[config.mk]
export PLATFORM = sky130hd
export DESIGN_NAME = btffa_datapath
export DESIGN_NICKNAME = d
export VERILOG_FILES = /design/src/rtl/btffa_pkg.sv /design/src/rtl/btffa_datapath.sv
export SDC_FILE = /design/constraint.sdc
export NUM_CORES = 2
export LEC_CHECK = 0
export BUFFER_PORTS_ARGS = -buffer_cell sky130_fd_sc_hd__buf_2
export CORE_MARGIN = 1.5
export CORE_UTILIZATION = 40
export DETAILED_ROUTE_END_ITERATION = 6
export GPL_ROUTABILITY_DRIVEN = 0
export HOLD_SLACK_MARGIN = 0.05
export PLACE_DENSITY = 0.62
export SYNTH_ARGS = -nofsm -noshare
export SYNTH_HDL_FRONTEND = slang
export SYNTH_SLANG_ARGS = --single-unit
[constraint.sdc]
create_clock -name i_clk -period 51 [get_ports i_clk]
set_input_delay 5.1 -clock i_clk [delete_from_list [all_inputs] [get_ports i_clk]]
set_output_delay 5.1 -clock i_clk [all_outputs]
set_load 0.02 [all_outputs]
[src/rtl/btffa_pkg.sv]
// Shared constants, codes and types of the block-table allocator.
// No dependencies; used by every RTL module of the block.
package btffa_pkg;

    localparam int TABLE_BLOCKS = 1024;
    localparam int BLOCK_BYTES  = 4096;
    localparam int BLOCK_SHIFT  = $clog2(BLOCK_BYTES);
    localparam int IDX_W        = (TABLE_BLOCKS > 1) ? $clog2(TABLE_BLOCKS) : 1;
    localparam int CNT_W        = $clog2(TABLE_BLOCKS + 1);

    localparam int ADDR_W    = 48;
    localparam int SIZE_W    = 32;
    localparam int ACT_W     = 11;
    localparam int STAT_W    = 2;
    localparam int KIND_W    = 2;
    localparam int COPY_W    = 23;
    localparam int CNT_OUT_W = 11;
    localparam int BASE_HI_W = ADDR_W - BLOCK_SHIFT;
    localparam int NEED_W    = SIZE_W + 1 - BLOCK_SHIFT;

    // table entry bits
    localparam int ENT_TAKEN = 0;
    localparam int ENT_FIRST = 1;
    localparam int ENT_NEXT  = 2;
    typedef logic [2:0] t_ent;

    // request kinds
    localparam logic [KIND_W-1:0] KIND_ALLOC  = 2'd0;
    localparam logic [KIND_W-1:0] KIND_FREE   = 2'd1;
    localparam logic [KIND_W-1:0] KIND_RESIZE = 2'd2;

    // status codes
    localparam logic [STAT_W-1:0] ST_OK       = 2'd0;
    localparam logic [STAT_W-1:0] ST_NOMEM    = 2'd1;
    localparam logic [STAT_W-1:0] ST_BAD_ADDR = 2'd2;

    // configuration register indexes
    localparam logic CFG_HEAP_BASE = 1'b0;
    localparam logic CFG_ACTIVE    = 1'b1;

    typedef enum logic [4:0] {
        S_CLR_INIT, S_CLR, S_IDLE, S_DISPATCH, S_DEC, S_DEC_CHK,
        S_CL_CHK, S_CL_EV, S_RESIZE, S_SHR_INIT,
        S_FC_CHK, S_FC_EV, S_FC_END, S_RMW_RD, S_RMW_WR,
        S_GR_INIT, S_GR_CHK, S_GR_EV, S_GR_WR, S_HEAD_PTR,
        S_FR_INIT, S_FR_CHK, S_FR_EV, S_MK_INIT, S_MK_WR, S_MV_INIT,
        S_DONE
    } t_state;

    typedef enum logic [4:0] {
        OP_NONE, OP_CLR_INIT, OP_CLR, OP_LATCH, OP_DEC_RD,
        OP_FAIL_NOMEM, OP_FAIL_ADDR, OP_RD, OP_INC,
        OP_FR_INIT, OP_FR_EV, OP_MK_INIT, OP_MK_WR,
        OP_FC_AT_BLK, OP_FC_AT_TAIL, OP_FC_EV, OP_MOVE_INFO,
        OP_CL_INIT, OP_CL_EV, OP_RES_ADDR, OP_GR_INIT, OP_GR_WR,
        OP_TAIL_PTR, OP_HEAD_PTR, OP_CLR_NEXT, OP_SET_NEXT, OP_PUBLISH
    } t_op;

    typedef enum logic [2:0] {
        JOB_ALLOC, JOB_FREE, JOB_SHRINK, JOB_GROW, JOB_MOVE
    } t_job;

    typedef struct packed {
        t_op op;
    } t_ctl_cmd;

    typedef struct packed {
        logic [KIND_W-1:0] kind;
        logic size_zero;
        logic oversize;
        logic addr_zero;
        logic dec_pre_ok;
        logic ent_head;
        logic ent_taken;
        logic chain_end;
        logic ptr_end;
        logic run_hit;
        logic clr_last;
        logic mark_last;
        logic cur_ge_want;
        logic cur_gt_want;
        logic grow_oob;
        logic grow_scan_end;
        logic grow_last;
        logic out_busy;
        logic cfg_reinit;
    } t_dp_stat;

endpackage

[src/rtl/btffa_datapath.sv]
// Datapath of the allocator: block table memory, walk pointers, counters,
// configuration and result registers. Depends on btffa_pkg.
module btffa_datapath (
    input  logic                               i_clk,
    input  logic                               i_rst_n,
    input  btffa_pkg::t_ctl_cmd                i_cmd,
    output btffa_pkg::t_dp_stat                o_stat,
    input  logic [btffa_pkg::KIND_W-1:0]       i_kind,
    input  logic [btffa_pkg::SIZE_W-1:0]       i_size_bytes,
    input  logic [btffa_pkg::ADDR_W-1:0]       i_address,
    input  logic                               i_out_stall,
    output logic                               o_out_valid,
    output logic [btffa_pkg::STAT_W-1:0]       o_status,
    output logic [btffa_pkg::ADDR_W-1:0]       o_result_address,
    output logic                               o_copy_needed,
    output logic [btffa_pkg::COPY_W-1:0]       o_copy_bytes,
    output logic [btffa_pkg::CNT_OUT_W-1:0]    o_taken_blocks,
    output logic [btffa_pkg::CNT_OUT_W-1:0]    o_spare_blocks,
    input  logic                               i_cfg_valid,
    input  logic                               i_cfg_index,
    input  logic [btffa_pkg::ADDR_W-1:0]       i_cfg_data
);

    localparam int CW = btffa_pkg::CNT_W;
    localparam int SW = btffa_pkg::BLOCK_SHIFT;
    localparam int SIZE_W_P1 = btffa_pkg::SIZE_W + 1;

    btffa_pkg::t_ent mem [btffa_pkg::TABLE_BLOCKS];

    logic [btffa_pkg::BASE_HI_W-1:0] r_base_hi;
    logic [btffa_pkg::ACT_W-1:0]     r_active;
    logic [CW-1:0]                   r_taken, r_free;
    logic [btffa_pkg::KIND_W-1:0]    r_kind;
    logic                            r_size_zero, r_addr_zero;
    logic [btffa_pkg::NEED_W-1:0]    r_need;
    logic [btffa_pkg::ADDR_W-1:0]    r_addr;
    logic [btffa_pkg::IDX_W-1:0]     r_blk, r_start, r_first;
    logic [CW-1:0]                   r_ptr, r_run, r_cnt, r_cur;
    btffa_pkg::t_ent                 r_rdata;
    logic [btffa_pkg::STAT_W-1:0]    r_status;
    logic [btffa_pkg::ADDR_W-1:0]    r_res;
    logic                            r_copy;
    logic [btffa_pkg::COPY_W-1:0]    r_copy_bytes;
    logic                            r_out_valid;
    logic [btffa_pkg::STAT_W-1:0]    r_o_status;
    logic [btffa_pkg::ADDR_W-1:0]    r_o_addr;
    logic                            r_o_copy;
    logic [btffa_pkg::COPY_W-1:0]    r_o_copy_bytes;
    logic [CW-1:0]                   r_o_taken, r_o_spare;

    logic [CW-1:0]                      live, want;
    logic [SIZE_W_P1-1:0]               need_sum;
    logic [btffa_pkg::ADDR_W-1:0]       off;
    logic [btffa_pkg::BASE_HI_W-1:0]    dec_b;
    logic [CW:0]                        blk_want, blk_cur, ptr_ext;
    logic [CW-1:0]                      run_inc, cnt_inc;
    logic                               mem_we, mem_re;
    btffa_pkg::t_ent                    mem_wdata;
    logic [btffa_pkg::IDX_W-1:0]        mem_raddr;
    btffa_pkg::t_op                     op;

    assign op = i_cmd.op;

    // live table size: register value clipped to the table depth
    assign live = (r_active > btffa_pkg::ACT_W'(btffa_pkg::TABLE_BLOCKS))
                ? CW'(btffa_pkg::TABLE_BLOCKS) : CW'(r_active);
    assign need_sum = {1'b0, i_size_bytes} + SIZE_W_P1'(btffa_pkg::BLOCK_BYTES - 1);
    assign want     = r_need[CW-1:0];
    assign off      = r_addr - {r_base_hi, SW'(0)};
    assign dec_b    = off[btffa_pkg::ADDR_W-1:SW];
    assign blk_want = (CW+1)'(r_blk) + (CW+1)'(want);
    assign blk_cur  = (CW+1)'(r_blk) + (CW+1)'(r_cur);
    assign ptr_ext  = (CW+1)'(r_ptr);
    assign run_inc  = r_run + CW'(1);
    assign cnt_inc  = r_cnt + CW'(1);

    always_comb begin
        o_stat.kind          = r_kind;
        o_stat.size_zero     = r_size_zero;
        o_stat.oversize      = r_need > btffa_pkg::NEED_W'(live);
        o_stat.addr_zero     = r_addr_zero;
        o_stat.dec_pre_ok    = (off[SW-1:0] == '0)
                               && (dec_b < btffa_pkg::BASE_HI_W'(live));
        o_stat.ent_head      = r_rdata[btffa_pkg::ENT_TAKEN] && r_rdata[btffa_pkg::ENT_FIRST];
        o_stat.ent_taken     = r_rdata[btffa_pkg::ENT_TAKEN];
        o_stat.chain_end     = !r_rdata[btffa_pkg::ENT_NEXT];
        o_stat.ptr_end       = r_ptr >= live;
        o_stat.run_hit       = !r_rdata[btffa_pkg::ENT_TAKEN] && (run_inc == want);
        o_stat.clr_last      = r_ptr == CW'(btffa_pkg::TABLE_BLOCKS - 1);
        o_stat.mark_last     = cnt_inc == want;
        o_stat.cur_ge_want   = r_cur >= want;
        o_stat.cur_gt_want   = r_cur > want;
        o_stat.grow_oob      = blk_want > (CW+1)'(live);
        o_stat.grow_scan_end = ptr_ext == blk_want;
        o_stat.grow_last     = ptr_ext + (CW+1)'(1) == blk_want;
        o_stat.out_busy      = r_out_valid && i_out_stall;
        o_stat.cfg_reinit    = i_cfg_valid && (i_cfg_index == btffa_pkg::CFG_ACTIVE);
    end

    // table write and read port controls
    always_comb begin
        mem_we    = 1'b0;
        mem_wdata = '0;
        mem_re    = (op == btffa_pkg::OP_RD) || (op == btffa_pkg::OP_DEC_RD);
        mem_raddr = (op == btffa_pkg::OP_DEC_RD) ? dec_b[btffa_pkg::IDX_W-1:0]
                                                  : r_ptr[btffa_pkg::IDX_W-1:0];
        unique case (op)
            btffa_pkg::OP_CLR, btffa_pkg::OP_FC_EV: begin
                mem_we = 1'b1;
            end
            btffa_pkg::OP_MK_WR: begin
                mem_we = 1'b1;
                mem_wdata[btffa_pkg::ENT_TAKEN] = 1'b1;
                mem_wdata[btffa_pkg::ENT_FIRST] = (r_cnt == '0);
                mem_wdata[btffa_pkg::ENT_NEXT]  = !o_stat.mark_last;
            end
            btffa_pkg::OP_GR_WR: begin
                mem_we = 1'b1;
                mem_wdata[btffa_pkg::ENT_TAKEN] = 1'b1;
                mem_wdata[btffa_pkg::ENT_NEXT]  = !o_stat.grow_last;
            end
            btffa_pkg::OP_CLR_NEXT: begin
                mem_we    = 1'b1;
                mem_wdata = r_rdata;
                mem_wdata[btffa_pkg::ENT_NEXT] = 1'b0;
            end
            btffa_pkg::OP_SET_NEXT: begin
                mem_we    = 1'b1;
                mem_wdata = r_rdata;
                mem_wdata[btffa_pkg::ENT_NEXT] = 1'b1;
            end
            default: begin
                mem_we = 1'b0;
            end
        endcase
    end

    always_ff @(posedge i_clk) begin
        if (mem_we) begin
            mem[r_ptr[btffa_pkg::IDX_W-1:0]] <= mem_wdata;
        end
        if (mem_re) begin
            r_rdata <= mem[mem_raddr];
        end
    end

    // configuration registers
    always_ff @(posedge i_clk) begin
        if (!i_rst_n) begin
            r_base_hi <= '0;
            r_active  <= btffa_pkg::ACT_W'(btffa_pkg::TABLE_BLOCKS);
        end else if (i_cfg_valid) begin
            if (i_cfg_index == btffa_pkg::CFG_HEAP_BASE) begin
                r_base_hi <= i_cfg_data[btffa_pkg::ADDR_W-1:SW];
            end else begin
                r_active <= i_cfg_data[btffa_pkg::ACT_W-1:0];
            end
        end
    end

    // counters and output valid
    always_ff @(posedge i_clk) begin
        if (!i_rst_n) begin
            r_taken     <= '0;
            r_free      <= CW'(btffa_pkg::TABLE_BLOCKS);
            r_out_valid <= 1'b0;
        end else begin
            // publish only happens once the previous result is gone
            if (op == btffa_pkg::OP_PUBLISH) begin
                r_out_valid <= 1'b1;
            end else if (r_out_valid && !i_out_stall) begin
                r_out_valid <= 1'b0;
            end
            unique case (op)
                btffa_pkg::OP_CLR_INIT: begin
                    r_taken <= '0;
                    r_free  <= live;
                end
                btffa_pkg::OP_MK_WR, btffa_pkg::OP_GR_WR: begin
                    r_taken <= r_taken + CW'(1);
                    r_free  <= r_free - CW'(1);
                end
                btffa_pkg::OP_FC_EV: begin
                    r_taken <= r_taken - CW'(1);
                    r_free  <= r_free + CW'(1);
                end
                default: begin
                    r_taken <= r_taken;
                end
            endcase
        end
    end

    // walk pointers, request registers and output registers
    always_ff @(posedge i_clk) begin
        unique case (op)
            btffa_pkg::OP_CLR_INIT, btffa_pkg::OP_FR_INIT: begin
                r_ptr <= '0;
                r_run <= '0;
            end
            btffa_pkg::OP_CLR, btffa_pkg::OP_RD, btffa_pkg::OP_DEC_RD: begin
                if (op == btffa_pkg::OP_CLR) begin
                    r_ptr <= r_ptr + CW'(1);
                end
                if (op == btffa_pkg::OP_DEC_RD) begin
                    r_blk <= dec_b[btffa_pkg::IDX_W-1:0];
                end
            end
            btffa_pkg::OP_LATCH: begin
                r_kind       <= i_kind;
                r_size_zero  <= (i_size_bytes == '0);
                r_need       <= need_sum[SIZE_W_P1-1:SW];
                r_addr       <= i_address;
                r_addr_zero  <= (i_address == '0);
                r_status     <= btffa_pkg::ST_OK;
                r_res        <= '0;
                r_copy       <= 1'b0;
                r_copy_bytes <= '0;
            end
            btffa_pkg::OP_FAIL_NOMEM: r_status <= btffa_pkg::ST_NOMEM;
            btffa_pkg::OP_FAIL_ADDR:  r_status <= btffa_pkg::ST_BAD_ADDR;
            btffa_pkg::OP_INC:        r_ptr <= r_ptr + CW'(1);
            btffa_pkg::OP_FR_EV: begin
                if (r_rdata[btffa_pkg::ENT_TAKEN]) begin
                    r_run <= '0;
                end else begin
                    if (r_run == '0) begin
                        r_first <= r_ptr[btffa_pkg::IDX_W-1:0];
                    end
                    r_run <= run_inc;
                    if (o_stat.run_hit) begin
                        r_start <= (r_run == '0) ? r_ptr[btffa_pkg::IDX_W-1:0] : r_first;
                    end
                end
                r_ptr <= r_ptr + CW'(1);
            end
            btffa_pkg::OP_MK_INIT: begin
                r_ptr <= CW'(r_start);
                r_cnt <= '0;
                r_res <= {r_base_hi + btffa_pkg::BASE_HI_W'(r_start), SW'(0)};
            end
            btffa_pkg::OP_MK_WR: begin
                r_ptr <= r_ptr + CW'(1);
                r_cnt <= cnt_inc;
            end
            btffa_pkg::OP_FC_AT_BLK: r_ptr <= CW'(r_blk);
            btffa_pkg::OP_FC_AT_TAIL: r_ptr <= blk_want[CW-1:0];
            btffa_pkg::OP_FC_EV:      r_ptr <= r_ptr + CW'(1);
            btffa_pkg::OP_MOVE_INFO: begin
                r_ptr        <= CW'(r_blk);
                r_copy       <= 1'b1;
                r_copy_bytes <= btffa_pkg::COPY_W'({r_cur, SW'(0)});
            end
            btffa_pkg::OP_CL_INIT: begin
                r_ptr <= CW'(r_blk);
                r_cur <= '0;
            end
            btffa_pkg::OP_CL_EV: begin
                if (r_rdata[btffa_pkg::ENT_TAKEN]) begin
                    r_cur <= r_cur + CW'(1);
                end
                r_ptr <= r_ptr + CW'(1);
            end
            btffa_pkg::OP_RES_ADDR: r_res <= r_addr;
            btffa_pkg::OP_GR_INIT:  r_ptr <= blk_cur[CW-1:0];
            btffa_pkg::OP_GR_WR:    r_ptr <= r_ptr + CW'(1);
            btffa_pkg::OP_TAIL_PTR: r_ptr <= blk_want[CW-1:0] - CW'(1);
            btffa_pkg::OP_HEAD_PTR: begin
                r_ptr <= blk_cur[CW-1:0] - CW'(1);
                r_res <= r_addr;
            end
            btffa_pkg::OP_PUBLISH: begin
                r_o_status     <= r_status;
                r_o_addr       <= (r_status == btffa_pkg::ST_OK) ? r_res : '0;
                r_o_copy       <= r_copy;
                r_o_copy_bytes <= r_copy_bytes;
                r_o_taken      <= r_taken;
                r_o_spare      <= r_free;
            end
            default: begin
                r_ptr <= r_ptr;
            end
        endcase
    end

    assign o_out_valid      = r_out_valid;
    assign o_status         = r_o_status;
    assign o_result_address = r_o_addr;
    assign o_copy_needed    = r_o_copy;
    assign o_copy_bytes     = r_o_copy_bytes;
    assign o_taken_blocks   = btffa_pkg::CNT_OUT_W'(r_o_taken);
    assign o_spare_blocks   = btffa_pkg::CNT_OUT_W'(r_o_spare);

endmodule

==> After elaboration in Yosys (flattened, before gate mapping) <==
Memories as Yosys holds them, arrays and structs flattened. A register that Yosys moved wholly into a read port is not among the register bits.
Index checks and enable logic that the tools add are counted.
{ "totals": {"regBits": 387, "mem_bits_rw": 3072, "input_bits": 140, "output_inout_bits": 117, "mem_count": 1} }
{ "memory_table": {"columns": ["name", "depth", "word_bits", "rd", "rd_ports_with_merged_regs", "wr", "line_no", "rtl"], "rows": [
  ["mem", 1024, 3, 1, 1, 1, "btffa_datapath.sv:28", "btffa_pkg::t_ent mem [btffa_pkg::TABLE_BLOCKS];"]
]} }
{ "op_classes": {"n_eq_ne": 33, "reduce_logical": 42, "n_lt_le_gt_ge": 7, "bitwise_logic": 2, "muxes": 24, "n_addsub": 16} }
{ "op_table": {"columns": ["operator", "count"], "rows": [
  ["$pmux 48 s3", 1],
  ["$pmux 11 s9", 1],
  ["$add 11x1->11 const B", 6],
  ["$pmux 11 s2", 3],
  ["$pmux 11 s3", 2],
  ["$eq 5x5->1 const B", 11],
  ["$logic_not 48->1", 1],
  ["$sub 48x48->48", 1],
  ["$pmux 23 s2", 1],
  ["$mux 11", 4],
  ["$sub 11x1->11 const B", 4],
  ["$eq 5x4->1 const B", 8],
  ["$add 36x10->36", 1],
  ["$lt 36x11->1", 1],
  ["$add 32x12->33 const B", 1],
  ["$logic_not 32->1", 1],
  ["$eq 11x11->1", 2],
  ["$ge 11x11->1", 2],
  ["$logic_not 11->1", 2],
  ["$gt 21x11->1", 1],
  ["$eq 5x3->1 const B", 4],
  ["$mux 10", 2],
  ["$add 10x11->12", 1],
  ["$add 11x1->12 const B", 1],
  ["other kinds (28)", 62]
]} }

==> Depth between registers and ports, before layout <==
{ "depth": {"ltp_word": 5, "depth_mapped": 20} }

==> Worst setup path before layout <==
No wires, ideal clock.
{ "synth_path": {"path_kind": "in2reg", "startpoint": "input port i_cmd[4] (netlist name)", "endpoint": "memory mem[0][1] (netlist name), data pin", "required_ns": 45.302, "slack_ns": 12.369, "setup_time_ns": 5.698, "path_stages": 4, "t_arrival_ns": 32.933, "path_cell_list": "clkbuf_1 > clkbuf_1 > nand3_1 > a21oi_1"} }
{ "synth_via": {"elab_chain_len": 3, "elab_cells_between_ends": 5} }
{ "synth_rtl": {"columns": ["item", "line_no", "rtl"], "rows": [
  ["from (decl)", "btffa_datapath.sv:6", "input btffa_pkg::t_ctl_cmd i_cmd,"],
  ["$eq 5x5->1", "btffa_datapath.sv:107", "unique case (op)"],
  ["$reduce_or 2->1 (no line)", null, null],
  ["$pmux 1 s2 *", "btffa_datapath.sv:107", null],
  ["named net mem_wdata[1]", "btffa_datapath.sv:58", "btffa_pkg::t_ent mem_wdata;"],
  ["to (decl)", "btffa_datapath.sv:28", null]
]} }
The timed path passes the listed nets; every way through them passes the cells marked *.

==> Worst setup path after layout <==
{ "layout_path": {"startpoint": "input port i_cmd[2] (netlist name)", "endpoint": "register r_rdata[2] (read register of mem), data pin"} }
{ "layout_via": {"elab_chain_len": 2, "elab_cells_between_ends": 4} }
{ "layout_rtl": {"columns": ["item", "line_no", "rtl"], "rows": [
  ["$eq 5x3->1, on equally long branches", "btffa_datapath.sv:104, btffa_datapath.sv:105", null],
  ["$mux 10 / $logic_or 1x1->1 (equally long branches)", "btffa_datapath.sv:105, btffa_datapath.sv:104", null],
  ["to (decl)", "btffa_datapath.sv:39", "btffa_pkg::t_ent r_rdata;"]
]} }
Several ways; a longest one is shown, not always the timed one.
A chain may end at the register's enable or synchronous reset.

==> results.txt <==
Failing checks -> design-rule violations
Die Ht -> 608 um
Die W -> 608 um
Via Count -> 95900
# port buffers -> 243
WHS -> 421 ps
Fmax -> 73.1 MHz
Reg area -> 103000 um2
Layout Nets -> 11500
Sequential-to-total area share from yosys stat -> 0.700
CTS max path bufs -> 4
Num rows -> 222
R2R Setup Slk -> 41370 ps
Post-Synth XOR/XNOR Area -> 0.0112
Vias in the first global route -> 93300
H-tree Lvls -> 5
CTS Sinks -> 3438
TNS Setup -> 0 ps
Tot GR Track Use -> 0.222
Synthesized flop and latch total -> 3438
WP data required -> 51710 ps
Mean area per synthesized cell -> 13.0 um2
Max cap viols -> 0
Min Tclk post-route -> 13690 ps
Max stage delay cell, worst path -> a311oi_1
Worst slack, placed -> 36490 ps
PnR worst setup slack -> 37310 ps
Post-Route WL -> 427000 um
Hold Buf Count CTS -> 0
Root Buffer -> clkbuf_16
Detail Route Antenna Nets -> 0
Synth Flop Type -> edfxtp_1
Worst setup SP type -> primary input
Worst path buffer plus inverter count -> 9
1st-pass router iterations -> 7
Synth Area in Compound Gates -> 0.0919
Crit path max-delay family -> buffers and inverters
Die Area -> 370000 um2
Mux cell area share after synthesis -> 0.0389
EDFF count, synth -> 3368
Num CTS Buffers -> 348
Power Density -> 38.8 nW/um2
Final slew viol count -> 0
Final setup viols -> 0
First-pass GRT wire length -> 615000 um
Worst path arrival time -> 14400 ps
Tcrit/Tclk final -> 0.268
Reg clk slew, reported paths -> 60 ps
Pin count of the biggest net entering global routing -> 186
DRC -> 2
RSZ-0062 raised after global routing -> false
Area occupied by multi-input gates -> 40000 um2
DRT iter0 DRCs -> 12000
P_leak -> 53.2 nW
Ys Warns -> 0
Ys async rst share -> 0
Synth Instances -> 11300
Crit-path max FO -> 164
Mapped cell area -> 147000 um2
Initial antenna violation count -> 17
Worst rel slew slack -> 0.0618
Worst Hold Class -> reg2reg
Clk_lat worst skew -> 910 ps
Initial Utilization -> 0.401
Gr ovfl total -> 0
Vias per inst -> 5.88
Final hold violations -> 0
Most frequent CP cell -> buf_4
Final Util -> 0.447
Main combinational cell family by area after synthesis -> simple AND/OR/NAND/NOR gates
Clock skew -> 52.3 ps
Post-Synth Simple-Gate Area -> 0.114
VDD IR max -> 0.0299 mV
I/O Pins -> 257
Synth Area in Adders -> 0.0134
Post-detail-place hpwl -> 245000 um
Gates resized, CTS repair -> 0
Fillers -> 32500
Post CTS Setup Buffer Count -> 0
Least-Margin Pin Slew -> 1370 ps
Status -> complete, but fails checks
Crit path cell chain -> buf_2 > nor3b_2 > nand3_1 > buf_4 > nand2_4 > buf_12 > buf_4 > buf_12 > buf_4 > buf_4 > buf_4 > buf_4 > nand2_1 > a221oi_1 > nor3_1 > nor3_1 > nor2_1 > nand4_1 > o22ai_1 > a311oi_1 > a41o_1
Setup crit end kind -> flop
Slowest stage delay, CP -> 910 ps
Total power -> 6.34 mW
Layout cell share with drive strength beyond 1 -> 0.0920
Area Growth Syn to Fin -> 11.4%
WS Path Type -> in2reg
CTS tree -> done
Post-synth cell types -> 82
Routed len/inst -> 26.2 um
Core footprint -> 365000 um2
-- cells in the mapped netlist (79+ instances only) --
cell      number  area, um2
edfxtp_1    3368     101000
nand2_1     1817       6820
nor2_1      1159       4350
a21oi_1      716       3580
mux2i_1      554       5550
clkbuf_1     417       1570
a221oi_1     408       3570
nand3_1      286       1430
nor3_1       243       1220
o21ai_0      206       1030
buf_2        204       1020
ha_1         147       1840
xnor2_1      131       1150
and3_1       121        757
a22oi_1      111        833
buf_4        111        833
inv_1        102        383
a32oi_1      100        876
a31oi_1       93        582
and2_1        84        526
buf_1         79        297
-- power by group --
part	internal, mW	switching (mW)	leakage (nW)
Clock	1.48	1.07	5.46
Combinational	0.199	0.490	18.6
Sequential	3.09	0.0105	29.0
-- final timing paths --
| kind | start | endpoint | cells after the start |
|---|---|---|---|
| max | i_cmd[2] | r_rdata[2]$_DFFE_PP_ | 21 |
| min reg2reg | r_copy_bytes[13]$_SDFFCE_PN0P_ | o_copy_bytes[13]$_DFFE_PP_ | 0 |
| min | r_copy_bytes[13]$_SDFFCE_PN0P_ | o_copy_bytes[13]$_DFFE_PP_ | 0 |
| max reg2reg | r_addr[12]$_DFFE_PP_ | r_rdata[2]$_DFFE_PP_ | 22 |
-- layout make-up --
| class | instances | area share |
|---|---|---|
| sequential | 3438 | 0.628 |
| multi-input combinational | 6884 | 0.245 |
| clock buffer | 424 | 0.0563 |
| tap | 4816 | 0.0369 |
| timing repair buffer | 465 | 0.0189 |
| clock inverter | 190 | 0.0121 |
| inverter | 104 | 0.00239 |
| antenna | 5 | 0.0000766 |
-- registers in the layout, indices dropped and copies added (netlist names), 21 cells and up --
register	flops
mem	3072
o_result_address	48
r_addr	48
r_base_hi	36
r_need	21
r_res	48
-- per-stage QoR --
| stage | std cells | instance area, um2 |
|---|---|---|
| 2_1_floorplan | 11300 | 147000 |
| 3_3_place_gp | 15700 | 152000 |
| 3_5_place_dp | 15700 | 152000 |
| 4_1_cts | 16300 | 163000 |
| 5_1_grt | 16300 | 163000 |
| 6_report | 16300 | 163000 |
-- cell usage in the layout (no fill, tap or decap), types with 56 or more instances in the layout --
| cell type | count |
|---|---|
| xor2_1 | 56 |
| nand4_1 | 76 |
| edfxtp_1 | 3368 |
| o21ai_0 | 205 |
| buf_4 | 206 |
| a21boi_0 | 57 |
| a31oi_1 | 92 |
| xnor2_1 | 131 |
| clkinv_2 | 63 |
| clkinv_1 | 62 |
| nor2_1 | 1143 |
| nand2_1 | 1784 |
| nor3_1 | 239 |
| and3_1 | 121 |
| clkbuf_1 | 65 |
| and2_1 | 83 |
| mux2i_1 | 550 |
| buf_2 | 243 |
| a22oi_1 | 111 |
| a32oi_1 | 100 |
| a221oi_1 | 408 |
| ha_1 | 147 |
| clkbuf_16 | 356 |
| dfxtp_1 | 70 |
| nand3_1 | 286 |
| inv_1 | 102 |
| a21oi_1 | 714 |
-- cells by family (layout without fill, tap and decap cells) --
family | after synthesis | after routing
flip-flops | 3438 | 3438
other | 1 | 17
buffers and inverters | 945 | 1183
AO/OA/AOI/OAI | 2006 | 2006
AND/OR/NAND/NOR | 3959 | 3959
multiplexers | 567 | 567
XOR/XNOR | 187 | 187
adder cells (fa/ha/maj) | 153 | 153
-- routing by layer --
layer / share of wire / global-route usage / wire length, um
met1: 0.39 / 0.299 / 168000
met2: 0.47 / 0.358 / 199000
met3: 0.095 / 0.0410 / 40600
met4: 0.043 / 0.0883 / 18200
met5: 0.00064 / 0 / 272
(Power assumes the default switching activity.)
