## src/rtl/btffa_pkg.sv

```systemverilog
// Shared constants, codes and types of the block-table allocator.
// No dependencies; used by every RTL module of the block.
package btffa_pkg;

    localparam int TABLE_BLOCKS = 1024;
    localparam int BLOCK_BYTES  = 4096;
    localparam int BLOCK_SHIFT  = $clog2(BLOCK_BYTES);
    localparam int IDX_W        = (TABLE_BLOCKS > 1) ? $clog2(TABLE_BLOCKS) : 1;
    localparam int CNT_W        = $clog2(TABLE_BLOCKS + 1);

    localparam int ADDR_W    = 48;
    localparam int SIZE_W    = 32;
    localparam int ACT_W     = 11;
    localparam int STAT_W    = 2;
    localparam int KIND_W    = 2;
    localparam int COPY_W    = 23;
    localparam int CNT_OUT_W = 11;
    localparam int BASE_HI_W = ADDR_W - BLOCK_SHIFT;
    localparam int NEED_W    = SIZE_W + 1 - BLOCK_SHIFT;

    // table entry bits
    localparam int ENT_TAKEN = 0;
    localparam int ENT_FIRST = 1;
    localparam int ENT_NEXT  = 2;
    typedef logic [2:0] t_ent;

    // request kinds
    localparam logic [KIND_W-1:0] KIND_ALLOC  = 2'd0;
    localparam logic [KIND_W-1:0] KIND_FREE   = 2'd1;
    localparam logic [KIND_W-1:0] KIND_RESIZE = 2'd2;

    // status codes
    localparam logic [STAT_W-1:0] ST_OK       = 2'd0;
    localparam logic [STAT_W-1:0] ST_NOMEM    = 2'd1;
    localparam logic [STAT_W-1:0] ST_BAD_ADDR = 2'd2;

    // configuration register indexes
    localparam logic CFG_HEAP_BASE = 1'b0;
    localparam logic CFG_ACTIVE    = 1'b1;

    typedef enum logic [4:0] {
        S_CLR_INIT, S_CLR, S_IDLE, S_DISPATCH, S_DEC, S_DEC_CHK,
        S_CL_CHK, S_CL_EV, S_RESIZE, S_SHR_INIT,
        S_FC_CHK, S_FC_EV, S_FC_END, S_RMW_RD, S_RMW_WR,
        S_GR_INIT, S_GR_CHK, S_GR_EV, S_GR_WR, S_HEAD_PTR,
        S_FR_INIT, S_FR_CHK, S_FR_EV, S_MK_INIT, S_MK_WR, S_MV_INIT,
        S_DONE
    } t_state;

    typedef enum logic [4:0] {
        OP_NONE, OP_CLR_INIT, OP_CLR, OP_LATCH, OP_DEC_RD,
        OP_FAIL_NOMEM, OP_FAIL_ADDR, OP_RD, OP_INC,
        OP_FR_INIT, OP_FR_EV, OP_MK_INIT, OP_MK_WR,
        OP_FC_AT_BLK, OP_FC_AT_TAIL, OP_FC_EV, OP_MOVE_INFO,
        OP_CL_INIT, OP_CL_EV, OP_RES_ADDR, OP_GR_INIT, OP_GR_WR,
        OP_TAIL_PTR, OP_HEAD_PTR, OP_CLR_NEXT, OP_SET_NEXT, OP_PUBLISH
    } t_op;

    typedef enum logic [2:0] {
        JOB_ALLOC, JOB_FREE, JOB_SHRINK, JOB_GROW, JOB_MOVE
    } t_job;

    typedef struct packed {
        t_op op;
    } t_ctl_cmd;

    typedef struct packed {
        logic [KIND_W-1:0] kind;
        logic size_zero;
        logic oversize;
        logic addr_zero;
        logic dec_pre_ok;
        logic ent_head;
        logic ent_taken;
        logic chain_end;
        logic ptr_end;
        logic run_hit;
        logic clr_last;
        logic mark_last;
        logic cur_ge_want;
        logic cur_gt_want;
        logic grow_oob;
        logic grow_scan_end;
        logic grow_last;
        logic out_busy;
        logic cfg_reinit;
    } t_dp_stat;

endpackage

```

## src/rtl/btffa_ctrl.sv

```systemverilog
// Controller of the allocator: sequences table walks through the datapath.
// Depends on btffa_pkg.
module btffa_ctrl (
    input  logic                i_clk,
    input  logic                i_rst_n,
    input  logic                i_in_valid,
    output logic                o_in_stall,
    input  btffa_pkg::t_dp_stat i_stat,
    output btffa_pkg::t_ctl_cmd o_cmd
);

    btffa_pkg::t_state r_state, n_state;
    btffa_pkg::t_job   r_job, n_job;

    always_ff @(posedge i_clk) begin
        if (!i_rst_n) begin
            r_state <= btffa_pkg::S_CLR_INIT;
            r_job   <= btffa_pkg::JOB_ALLOC;
        end else begin
            r_state <= n_state;
            r_job   <= n_job;
        end
    end

    assign o_in_stall = (r_state != btffa_pkg::S_IDLE) || i_stat.cfg_reinit;

    always_comb begin
        n_state  = r_state;
        n_job    = r_job;
        o_cmd.op = btffa_pkg::OP_NONE;
        unique case (r_state)
            btffa_pkg::S_CLR_INIT: begin
                o_cmd.op = btffa_pkg::OP_CLR_INIT;
                n_state  = btffa_pkg::S_CLR;
            end
            btffa_pkg::S_CLR: begin
                o_cmd.op = btffa_pkg::OP_CLR;
                if (i_stat.clr_last) n_state = btffa_pkg::S_IDLE;
            end
            btffa_pkg::S_IDLE: begin
                if (i_in_valid && !o_in_stall) begin
                    o_cmd.op = btffa_pkg::OP_LATCH;
                    n_state  = btffa_pkg::S_DISPATCH;
                end
            end
            btffa_pkg::S_DISPATCH: begin
                if (i_stat.kind == btffa_pkg::KIND_ALLOC
                    || (i_stat.kind == btffa_pkg::KIND_RESIZE && i_stat.addr_zero)) begin
                    n_job = btffa_pkg::JOB_ALLOC;
                    if (i_stat.size_zero || i_stat.oversize) begin
                        o_cmd.op = btffa_pkg::OP_FAIL_NOMEM;
                        n_state  = btffa_pkg::S_DONE;
                    end else begin
                        n_state = btffa_pkg::S_FR_INIT;
                    end
                end else if (i_stat.kind == btffa_pkg::KIND_FREE
                             || i_stat.kind == btffa_pkg::KIND_RESIZE) begin
                    n_job   = btffa_pkg::JOB_FREE;
                    n_state = btffa_pkg::S_DEC;
                end else begin
                    o_cmd.op = btffa_pkg::OP_FAIL_NOMEM;
                    n_state  = btffa_pkg::S_DONE;
                end
            end
            btffa_pkg::S_DEC: begin
                if (i_stat.dec_pre_ok) begin
                    o_cmd.op = btffa_pkg::OP_DEC_RD;
                    n_state  = btffa_pkg::S_DEC_CHK;
                end else begin
                    o_cmd.op = btffa_pkg::OP_FAIL_ADDR;
                    n_state  = btffa_pkg::S_DONE;
                end
            end
            btffa_pkg::S_DEC_CHK: begin
                priority if (!i_stat.ent_head) begin
                    o_cmd.op = btffa_pkg::OP_FAIL_ADDR;
                    n_state  = btffa_pkg::S_DONE;
                end else if (i_stat.kind == btffa_pkg::KIND_FREE) begin
                    o_cmd.op = btffa_pkg::OP_FC_AT_BLK;
                    n_state  = btffa_pkg::S_FC_CHK;
                end else if (i_stat.size_zero || i_stat.oversize) begin
                    o_cmd.op = btffa_pkg::OP_FAIL_NOMEM;
                    n_state  = btffa_pkg::S_DONE;
                end else begin
                    o_cmd.op = btffa_pkg::OP_CL_INIT;
                    n_state  = btffa_pkg::S_CL_CHK;
                end
            end
            btffa_pkg::S_CL_CHK: begin
                if (i_stat.ptr_end) begin
                    n_state = btffa_pkg::S_RESIZE;
                end else begin
                    o_cmd.op = btffa_pkg::OP_RD;
                    n_state  = btffa_pkg::S_CL_EV;
                end
            end
            btffa_pkg::S_CL_EV: begin
                o_cmd.op = btffa_pkg::OP_CL_EV;
                n_state  = i_stat.chain_end ? btffa_pkg::S_RESIZE : btffa_pkg::S_CL_CHK;
            end
            btffa_pkg::S_RESIZE: begin
                priority if (i_stat.cur_gt_want) begin
                    o_cmd.op = btffa_pkg::OP_RES_ADDR;
                    n_job    = btffa_pkg::JOB_SHRINK;
                    n_state  = btffa_pkg::S_SHR_INIT;
                end else if (i_stat.cur_ge_want) begin
                    o_cmd.op = btffa_pkg::OP_RES_ADDR;
                    n_state  = btffa_pkg::S_DONE;
                end else if (i_stat.grow_oob) begin
                    n_job   = btffa_pkg::JOB_MOVE;
                    n_state = btffa_pkg::S_FR_INIT;
                end else begin
                    n_job   = btffa_pkg::JOB_GROW;
                    n_state = btffa_pkg::S_GR_INIT;
                end
            end
            btffa_pkg::S_SHR_INIT: begin
                o_cmd.op = btffa_pkg::OP_FC_AT_TAIL;
                n_state  = btffa_pkg::S_FC_CHK;
            end
            btffa_pkg::S_FC_CHK: begin
                if (i_stat.ptr_end) begin
                    n_state = btffa_pkg::S_FC_END;
                end else begin
                    o_cmd.op = btffa_pkg::OP_RD;
                    n_state  = btffa_pkg::S_FC_EV;
                end
            end
            btffa_pkg::S_FC_EV: begin
                o_cmd.op = btffa_pkg::OP_FC_EV;
                n_state  = i_stat.chain_end ? btffa_pkg::S_FC_END : btffa_pkg::S_FC_CHK;
            end
            btffa_pkg::S_FC_END: begin
                if (r_job == btffa_pkg::JOB_SHRINK) begin
                    o_cmd.op = btffa_pkg::OP_TAIL_PTR;
                    n_state  = btffa_pkg::S_RMW_RD;
                end else begin
                    n_state = btffa_pkg::S_DONE;
                end
            end
            btffa_pkg::S_RMW_RD: begin
                o_cmd.op = btffa_pkg::OP_RD;
                n_state  = btffa_pkg::S_RMW_WR;
            end
            btffa_pkg::S_RMW_WR: begin
                o_cmd.op = (r_job == btffa_pkg::JOB_SHRINK) ? btffa_pkg::OP_CLR_NEXT
                                                             : btffa_pkg::OP_SET_NEXT;
                n_state  = btffa_pkg::S_DONE;
            end
            btffa_pkg::S_GR_INIT: begin
                o_cmd.op = btffa_pkg::OP_GR_INIT;
                n_state  = btffa_pkg::S_GR_CHK;
            end
            btffa_pkg::S_GR_CHK: begin
                if (i_stat.grow_scan_end) begin
                    o_cmd.op = btffa_pkg::OP_GR_INIT;
                    n_state  = btffa_pkg::S_GR_WR;
                end else begin
                    o_cmd.op = btffa_pkg::OP_RD;
                    n_state  = btffa_pkg::S_GR_EV;
                end
            end
            btffa_pkg::S_GR_EV: begin
                if (i_stat.ent_taken) begin
                    n_job   = btffa_pkg::JOB_MOVE;
                    n_state = btffa_pkg::S_FR_INIT;
                end else begin
                    o_cmd.op = btffa_pkg::OP_INC;
                    n_state  = btffa_pkg::S_GR_CHK;
                end
            end
            btffa_pkg::S_GR_WR: begin
                o_cmd.op = btffa_pkg::OP_GR_WR;
                if (i_stat.grow_last) n_state = btffa_pkg::S_HEAD_PTR;
            end
            btffa_pkg::S_HEAD_PTR: begin
                o_cmd.op = btffa_pkg::OP_HEAD_PTR;
                n_state  = btffa_pkg::S_RMW_RD;
            end
            btffa_pkg::S_FR_INIT: begin
                o_cmd.op = btffa_pkg::OP_FR_INIT;
                n_state  = btffa_pkg::S_FR_CHK;
            end
            btffa_pkg::S_FR_CHK: begin
                if (i_stat.ptr_end) begin
                    o_cmd.op = btffa_pkg::OP_FAIL_NOMEM;
                    n_state  = btffa_pkg::S_DONE;
                end else begin
                    o_cmd.op = btffa_pkg::OP_RD;
                    n_state  = btffa_pkg::S_FR_EV;
                end
            end
            btffa_pkg::S_FR_EV: begin
                o_cmd.op = btffa_pkg::OP_FR_EV;
                n_state  = i_stat.run_hit ? btffa_pkg::S_MK_INIT : btffa_pkg::S_FR_CHK;
            end
            btffa_pkg::S_MK_INIT: begin
                o_cmd.op = btffa_pkg::OP_MK_INIT;
                n_state  = btffa_pkg::S_MK_WR;
            end
            btffa_pkg::S_MK_WR: begin
                o_cmd.op = btffa_pkg::OP_MK_WR;
                if (i_stat.mark_last) begin
                    n_state = (r_job == btffa_pkg::JOB_MOVE) ? btffa_pkg::S_MV_INIT
                                                             : btffa_pkg::S_DONE;
                end
            end
            btffa_pkg::S_MV_INIT: begin
                o_cmd.op = btffa_pkg::OP_MOVE_INFO;
                n_state  = btffa_pkg::S_FC_CHK;
            end
            btffa_pkg::S_DONE: begin
                if (!i_stat.out_busy) begin
                    o_cmd.op = btffa_pkg::OP_PUBLISH;
                    n_state  = btffa_pkg::S_IDLE;
                end
            end
            default: begin
                n_state = btffa_pkg::S_CLR_INIT;
            end
        endcase
        // a new active block count restarts the table from scratch
        if (i_stat.cfg_reinit) begin
            n_state  = btffa_pkg::S_CLR_INIT;
            o_cmd.op = btffa_pkg::OP_NONE;
        end
    end

endmodule

```

## config.mk

```make
export PLATFORM = sky130hd
export DESIGN_NAME = btffa_ctrl
export DESIGN_NICKNAME = d
export VERILOG_FILES = /design/src/rtl/btffa_pkg.sv /design/src/rtl/btffa_ctrl.sv
export SDC_FILE = /design/constraint.sdc
export NUM_CORES = 1
export LEC_CHECK = 0
export ABC_AREA = 1
export BUFFER_PORTS_ARGS = -buffer_cell sky130_fd_sc_hd__buf_2
export CAP_MARGIN = 25
export CORE_MARGIN = 2
export CORE_UTILIZATION = 35
export CTS_BUF_LIST = sky130_fd_sc_hd__clkbuf_16
export DETAILED_ROUTE_END_ITERATION = 10
export HOLD_SLACK_MARGIN = 0.03
export PLACE_DENSITY_LB_ADDON = 0.15
export SLEW_MARGIN = 10
export SYNTH_ARGS = -nofsm -noshare
export SYNTH_HDL_FRONTEND = slang
export SYNTH_SLANG_ARGS = --single-unit
```

## constraint.sdc

```tcl
create_clock -name i_clk -period 1.5 [get_ports i_clk]
set_clock_uncertainty 0.1 [all_clocks]
set_input_delay 0.225 -clock i_clk [delete_from_list [all_inputs] [get_ports i_clk]]
set_output_delay 0.225 -clock i_clk [all_outputs]
set_load 0.05 [all_outputs]
```

* Yosys cells after proc, flatten, opt, wreduce, memory -nomap -nowiden *
Index checks and enable logic that the tools add are counted.

word-level totals
  flip-flop bits (word level) = 8
  input bits = 23
  output and inout port bits = 6
  word-level logic and storage cells = 109

cells by class
  reduce and logical (&&, ||, !) cells = 15
  multiplexer cells = 52
  equality and inequality tests = 39
  bitwise logic cells = 1

operators by type and width
  operator                                                number
  one-hot mux 5 bit (26 select lines)                     2
  two-way mux 5 bit                                       25
  equality test 5 bit (second input constant)             11
  equality test 5 x 4 -> 1 bit (second input constant)    8
  two-way mux 3 bit                                       12
  equality test 5 x 3 -> 1 bit (second input constant)    4
  two-way mux 4 bit                                       5
  two-way mux 2 bit                                       6
  inequality test 2 bit (second input constant)           6
  equality test 5 x 2 -> 1 bit (second input constant)    2
  one-hot mux 3 bit (3 select lines)                      1
  inequality test 3 bit (second input constant)           2
  OR reduction 2 bit                                      3
  equality test 5 x 1 -> 1 bit (second input constant)    1
  zero test 5 bit                                         1
  inequality test 5 x 2 -> 1 bit (second input constant)  1
  AND reduction 5 bit                                     1
  logical OR 1 bit                                        4
  AND reduction 4 bit                                     1
  equality test 3 x 2 -> 1 bit (second input constant)    1
  equality test 3 bit (second input constant)             1
  nonzero test 3 bit                                      1
  equality test 2 x 1 -> 1 bit (second input constant)    1
  equality test 2 bit (second input constant)             1
  5 further kinds                                         6

* Depth between registers and ports, before layout *
Gate-level depths: netlist of the first run.

  depth after elaboration = 7
  mapped depth = 12
  gate-level depth less buffers = 12

* Worst setup path after synthesis of the first run *
OpenSTA, ideal clock, no wires.

  kind = register to output
  start = register r_state[4]
  end = output o_cmd[0] (netlist bit)
  data required time = 1.175 ns
  buffers on the path = 2
  data arrival time = 2.469 ns
  setup slack = -1.294 ns
  cell stages (with the launch flop) = 8
  path through = dfxtp_1 -> buf_4 -> inv_1 -> buf_2 -> nand4_1 -> o21ai_0 -> nor3_1 -> a31oi_1

RTL lines
  item                      RTL line          source
  start: declaration        btffa_ctrl.sv:12  btffa_pkg::t_state r_state, n_state;
  start signal: assignment  btffa_ctrl.sv:17  r_state <= btffa_pkg::S_CLR_INIT;
  start signal: assignment  btffa_ctrl.sv:20  r_state <= n_state;
  end: declaration          btffa_ctrl.sv:9   output btffa_pkg::t_ctl_cmd o_cmd

==> out/qor.csv, run 1 <==
metric,value,unit
run_status,"complete, but fails checks",
violations_in_the_final_reports,setup timing,
cts_inserted_buffers,3,
clk_root_buffer_cell,clkbuf_16,
unrepaired_setup_endpoints_after_global_routing,true,
worst_slew_margin_rel,0.755,
synth_nets,294,
post_synthesis_register_bit_count,8,
pwr_density_cell,346,nW/um2
grt_antenna_before_repair,0,
max_freq,0.473,GHz
total_of_hold_buffers_inserted_after_clock_tree_synthesis,0,
fp.dieH,67.7,um
globalRoute.totalOverflow,0,
timing.critical_path.required,1.17,ns
switching_component_of_the_power,284,uW
syn-instance-count,267,
worst_path_max_delay_cell,dfxtp_4,
core-area,3940,um2
maximum_single_stage_delay_on_the_critical_path,0.39,ns
setup-violations-final,14,
hold_path_end,r_job[2],
design_power_total,995,uW
setup.reg_to_reg.worst_slack,-0.42,ns
yosysWarnings,0,
finalCritPeriodShare,1.41,
avgViaCountPerCell,5.34,
final_design_area_no_fill,2880,um2
utilization,0.730,
wire_per_inst,15.2,um
cts_tree,yes,
fin_nets,421,
critical_path_buf_inv_count,3,
internal_power,711,uW
part_of_the_total_power_dissipated_in_combinational_logic,0.335,
critical_path_arrival,1.79,ns
place_congestion,0.968,
route.detailed.drc,0,
drive_gt1_frac,0.533,
num_antenna_cells,0,
drtAntennaViolNets,0,
ff2ff_path_depth,13,
crit_top_cell,buf_6,
drt_first_iter_violations,192,
ys_types,32,
power_frac_clock,0.438,
fp.dieArea,4590,um2
drt_pass1_iterations,5,
globalRouteTotalUtil,0.279,
syn2layout_area_growth,102,%
routed_wirelength,6740,um
layout_min_cycle_time,2.11,ns
ir_drop,0.668,mV
clkSlewWorstSetupHoldPaths,0.03,ns
cpLargestDelayFamily,simple AND/OR/NAND/NOR gates,
crit_chain,inv_4 > nor2_4 > buf_6 > nand4_1 > o21ai_1 > nor3_2 > a31oi_4 > buf_6,
r2r-start,r_state[0],
proportion_of_total_power_due_to_net_switching,0.285,
floorplan_die_width,67.7,um
max_cap_violations,0,
num_io_pins,29,
min_path_cells,3,
start_kind,flop,
final.fill_count,341,
worst_skew_pair.late_latency,0.23,ns
multi_input_comb_area,1420,um2
detailroute.via_count,2361,
grt_max_degree,12,
min-delay-start,i_rst_n,
synth-seq-area-share,0.113,
initial_core_util,0.361,
htree_num_levels,1,
timing.final.hold_violations,0,
grt_pass1_wl,9490,um
cts.sink_count,8,
layout.area.seq,176,um2
post-dp-hpwl,4860,um
synth_area_per_cell,5.32,um2
timing.rr.end,r_state[3],
row_count,23,
detailed_place.area,2320,um2
mappedNetlistArea,1420,um2
cellLeakagePower,1.50,nW
pins_over_slew_limit,0,
worstSetupPathType,flop to primary output,
first_global_vias,2090,
endpoint_kind,primary output,
cp_max_fo,5,
port_buffers,28,
hp-class,primary input to flop,
ctsLongestPathBuffers,2,
power.share.sequential,0.227,
setup_ws,-0.615,ns
worst_pin_slew,0.366,ns
## cell families after synthesis
logic type | Yosys count | synth area share
DFF | 8 | 0.113
AOI/OAI and AO/OA | 35 | 0.137
and+or+nand+nor | 178 | 0.597
buffers and inverters | 42 | 0.118
adders and majority gates | 4 | 0.0352
## flip-flops by register name (all words and copies together), names as in the netlist
signal   count
r_job        3
r_state      5
## tightest hold or removal path, delay by kind of cell
family | cells | cell delay [ns]
buf+inv | 1 | 0.12
compound gates | 2 | 0.11
## metal layers
layer / up-vias / wire, um / GRT usage
li1: 1137 / - / -
met1: 1056 / 2680 / 0.347
met2: 131 / 3150 / 0.494
met3: 37 / 538 / 0.0417
met4: 0 / 370 / 0.0740
met5: - / 0 / 0
## layout by cell type, fill, tap and decap left out, drive strengths merged, types with 2 or more instances in the layout
cell type	instances
buf	126
nand2	65
nor2	60
inv	37
nand3	29
a21oi	14
o21ai	14
nand4	12
dfxtp	8
nor3	6
ha	4
clkbuf	3
nand3b	2
a31oi	2
o22ai	2
and2	2
## stage by stage
step	setup TNS (ns)	worst slack [ns]	cells	hold WS, ns
2_1_floorplan	-2.42	-0.756	267	0.263
3_3_place_gp	-4.73	-0.487	422	0.408
3_5_place_dp	-4.99	-0.522	422	0.415
4_1_cts	-4.83	-0.551	434	0.182
5_1_grt	-6.62	-0.657	442	0.190
6_report	-5.66	-0.615	442	0.180
## cell usage after synthesis
| master | instances | area share |
|---|---|---|
| nand2_1 | 64 | 0.17 |
| nor2_1 | 51 | 0.13 |
| inv_1 | 36 | 0.095 |
| nand3_1 | 26 | 0.092 |
| a21oi_1 | 13 | 0.046 |
| nand4_1 | 12 | 0.053 |
| o21ai_0 | 12 | 0.042 |
| dfxtp_1 | 8 | 0.11 |
| nor3_1 | 6 | 0.021 |
| ha_1 | 4 | 0.035 |
| nor2_2 | 4 | 0.018 |
| nor2_4 | 4 | 0.032 |
| a31oi_1 | 2 | 0.0088 |
| buf_2 | 2 | 0.0070 |
| buf_4 | 2 | 0.011 |
| inv_2 | 2 | 0.0053 |
| nand3_2 | 2 | 0.014 |
| nand3b_1 | 2 | 0.011 |
| o22ai_1 | 2 | 0.0088 |
| a21boi_1 | 1 | 0.0053 |
| a21oi_2 | 1 | 0.0062 |
| and2_1 | 1 | 0.0044 |
| and2_4 | 1 | 0.0062 |
| nand2_4 | 1 | 0.0079 |
| nand3_4 | 1 | 0.012 |
| nor2_8 | 1 | 0.014 |
| nor4_1 | 1 | 0.0044 |
| o211ai_1 | 1 | 0.0053 |
| o21ai_1 | 1 | 0.0035 |
| o21ai_2 | 1 | 0.0062 |
| o31ai_1 | 1 | 0.0053 |
| or2_0 | 1 | 0.0044 |
## cell type report
| type | instances | area share |
|---|---|---|
| clock buffers | 3 | 0.0261 |
| inverters | 38 | 0.0552 |
| well taps | 50 | 0.0217 |
| flip-flops and latches | 8 | 0.0613 |
| multi-input cells | 217 | 0.492 |
| repair buffers | 126 | 0.344 |
## power by group through the flow
stage	Clock, mW	Combinational (mW)	Sequential [mW]
finish	0.436	0.333	0.226
global route	0.464	0.361	0.226
CTS	0.446	0.300	0.223
detailed placement	0	0.282	0.227
global placement	0	0.279	0.227
floorplan	0	0.141	0.226
## worst max-delay path by stage
stage	from	endpoint	slack, ns	cells after the start
floorplan	r_state[2]	o_cmd[0]	-0.76	6
finish	r_state[1]	o_cmd[0]	-0.61	8
CTS	r_state[2]	o_cmd[3]	-0.55	10
detailed placement	i_stat[19]	o_cmd[2]	-0.52	11
global route	r_state[3]	o_cmd[2]	-0.66	9
global placement	r_state[0]	o_cmd[2]	-0.49	9
## what timing repair did
action	CTS	global route
gates resized for setup	59	41
endpoints found under the setup margin	14	14
cloned	0	0
pin swaps	26	21
setup buffers	9	9
(Power assumes the default switching activity.)
==> run 2, diff against run 1 <==
--- a/config.mk
+++ b/config.mk
@@ -8,12 +8,14 @@
 export ABC_AREA = 1
 export BUFFER_PORTS_ARGS = -buffer_cell sky130_fd_sc_hd__buf_2
 export CAP_MARGIN = 25
-export CORE_MARGIN = 2
+export CORE_MARGIN = 4
 export CORE_UTILIZATION = 35
 export CTS_BUF_LIST = sky130_fd_sc_hd__clkbuf_16
+export CTS_CLUSTER_DIAMETER = 80
 export DETAILED_ROUTE_END_ITERATION = 10
 export HOLD_SLACK_MARGIN = 0.03
 export PLACE_DENSITY_LB_ADDON = 0.15
+export SETUP_SLACK_MARGIN = 0.05
 export SLEW_MARGIN = 10
 export SYNTH_ARGS = -nofsm -noshare
 export SYNTH_HDL_FRONTEND = slang
==> run 2 against run 1 <==
The flow still finishes with violations (setup timing). Sequential power hardly changed. Power is 1.5% lower. Maximum frequency is 1.9% higher. Flip-flop and latch count stayed put. Cell area is 6.9% lower. Final cell count is 4.5% lower. Register-to-register slack better by 0.13 ns.
==> out/qor.csv, run 2 (same netlist as run 1, synthesis figures left out) <==
metric,value,unit,change
drt_pass1_iterations,5,,unchanged
min_path_cells,3,,unchanged
cellLeakagePower,1.35,nW,-9.9%
endpoint_kind,primary output,,
start_kind,flop,,
layout.area.seq,179,um2,+1.4%
total_of_hold_buffers_inserted_after_clock_tree_synthesis,0,,unchanged
power_frac_clock,0.442,,+0.004
detailed_place.area,2280,um2,-1.6%
detailroute.via_count,2230,,-5.5%
wire_per_inst,14.5,um,-4.6%
first_global_vias,2140,,+2.4%
final.fill_count,311,,-8.8%
max_cap_violations,0,,unchanged
routed_wirelength,6130,um,-9.0%
pre_cts_slack,-0.517,ns,+0.00527 ns
run_status,"complete, but fails checks",,
whs,0.163,ns,-0.0174 ns
grt_max_degree,12,,unchanged
setup_ws,-0.575,ns,+0.0402 ns
globalRoute.totalOverflow,0,,unchanged
cts.sink_count,8,,unchanged
internal_power,705,uW,-0.91%
htree_num_levels,1,,unchanged
num_io_pins,29,,unchanged
floorplan_die_width,71.7,um,+5.9%
final_common_cell,buf_4,,
critical_path_arrival,1.75,ns,-0.04 ns
ff2ff_path_depth,13,,unchanged
part_of_the_total_power_dissipated_in_combinational_logic,0.330,,-0.005
worst_path_max_delay_cell,dfxtp_4,,
hp-class,primary input to flop,,
globalRouteTotalUtil,0.233,,-0.0457
finalCritPeriodShare,1.38,,-0.0268
layout_min_cycle_time,2.07,ns,-0.0402 ns
crit_chain,inv_4 > nor2_4 > buf_12 > nand4_1 > o21ai_2 > nor3_2 > a31oi_4 > buf_8,,
layout_common_cells,"buf_4 (67), nand2_1 (53), nor2_1 (39)",,
r2r-start,r_state[2],,
cp_max_fo,7,,+2
timing.critical_path.required,1.17,ns,about the same
drive_gt1_frac,0.497,,-0.0358
initial_core_util,0.374,,+0.0137
grt_antenna_before_repair,0,,unchanged
utilization,0.705,,-0.0247
min-delay-start,i_rst_n,,
setup.reg_to_reg.worst_slack,-0.29,ns,+0.13 ns
grt_pass1_wl,9670,um,+1.8%
power.share.sequential,0.228,,about the same
drt_first_iter_violations,180,,-6.3%
fp.dieArea,5140,um2,+12%
unrepaired_setup_endpoints_after_global_routing,true,,
syn2layout_area_growth,88.5,%,
drtAntennaViolNets,0,,unchanged
row_count,22,,-4.3%
ir_drop,0.602,mV,-9.9%
switching_component_of_the_power,276,uW,-2.8%
worst_skew_pair.late_latency,0.23,ns,about the same
max_freq,0.482,GHz,+1.9%
largest_register_ff_count,5,,unchanged
maximum_single_stage_delay_on_the_critical_path,0.39,ns,about the same
multi_input_comb_area,1340,um2,-5.7%
violations_in_the_final_reports,setup timing,,
hold_path_end,r_job[2],,
final_design_area_no_fill,2680,um2,-6.9%
cts_inserted_buffers,3,,unchanged
setup-violations-final,14,,unchanged
pwr_density_cell,366,nW/um2,+5.9%
critical_path_buf_inv_count,3,,unchanged
cpLargestDelayFamily,flip-flops,,
numPlacedInstances,412,,-2.4%
timing.rr.end,r_state[1],,
worstSetupPathType,flop to primary output,,
fp.dieH,71.7,um,+5.9%
route.detailed.drc,0,,unchanged
post-dp-hpwl,4790,um,-1.4%
max_flop_register,r_state,,
num_antenna_cells,0,,unchanged
core-area,3800,um2,-3.6%
port_buffers,28,,unchanged
clk_root_buffer_cell,clkbuf_16,,
setup_tns,-4.51,ns,+1.15 ns
layoutNonFillerInstCount,422,,-4.5%
timing.final.hold_violations,0,,unchanged
worst_pin_slew,0.326,ns,-0.0398 ns
worst_slew_margin_rel,0.781,,+0.0257
design_power_total,980,uW,-1.5%
largestRegisters,"r_state x5, r_job x3",,
proportion_of_total_power_due_to_net_switching,0.281,,-0.00402
ctsLongestPathBuffers,2,,unchanged
pins_over_slew_limit,0,,unchanged
cts_tree,yes,,
place_congestion,0.999,,+3.2%
fin_nets,403,,-4.3%
clkSlewWorstSetupHoldPaths,0.03,ns,about the same
avgViaCountPerCell,5.28,,-1.1%
## run 2: changes by cell type in the layout (fill, tap and decap cells not counted), sizes merged
| cell | change |
|---|---|
| buf | -18 |
## run 2: power groups by stage
stage	Sequential, mW	Combinational (mW)	Clock [mW]
global placement	0.227	0.281	0
CTS	0.224	0.301	0.446
global route	0.224	0.352	0.461
finish	0.223	0.323	0.434
detailed placement	0.227	0.283	0
floorplan	0.226	0.141	0
## run 2: worst max-delay path by stage
stage / from / slack, ns / to / cells past startpoint
floorplan: r_state[2] / -0.76 / o_cmd[0] / 6
global placement: r_state[0] / -0.51 / o_cmd[1] / 9
detailed placement: r_state[0] / -0.52 / o_cmd[1] / 9
CTS: r_state[2] / -0.54 / o_cmd[0] / 9
global route: r_state[1] / -0.66 / o_cmd[0] / 8
finish: r_state[1] / -0.57 / o_cmd[0] / 8
## run 2: final cells by class
cell class                      count  area share
Sequential cell                     8      0.0668
Inverter                           38      0.0603
Tap cell                           48      0.0224
Multi-Input combinational cell    217       0.498
Clock buffer                        3      0.0280
Timing Repair Buffer              108       0.324
## run 2: routing by layer
| layer | GRT usage | share of wire |
|---|---|---|
| met3 | 0.0519 | 0.088 |
| met2 | 0.364 | 0.45 |
| met4 | 0.102 | 0.045 |
| met1 | 0.304 | 0.42 |
| met5 | 0 | 0 |
## run 2: repair_timing
| item | CTS | global route |
|---|---|---|
| hold endpoints to repair | 0 | 0 |
| endpoints found under the setup margin | 14 | 14 |
| buffers inserted | 6 | 3 |
| resized for setup | 52 | 34 |
| pin swaps | 18 | 10 |
## run 2: worst min-delay path, cell delays in order
cell,delay (ns)
buf_2,0.12
o21ai_2,0.06
a21oi_1,0.03
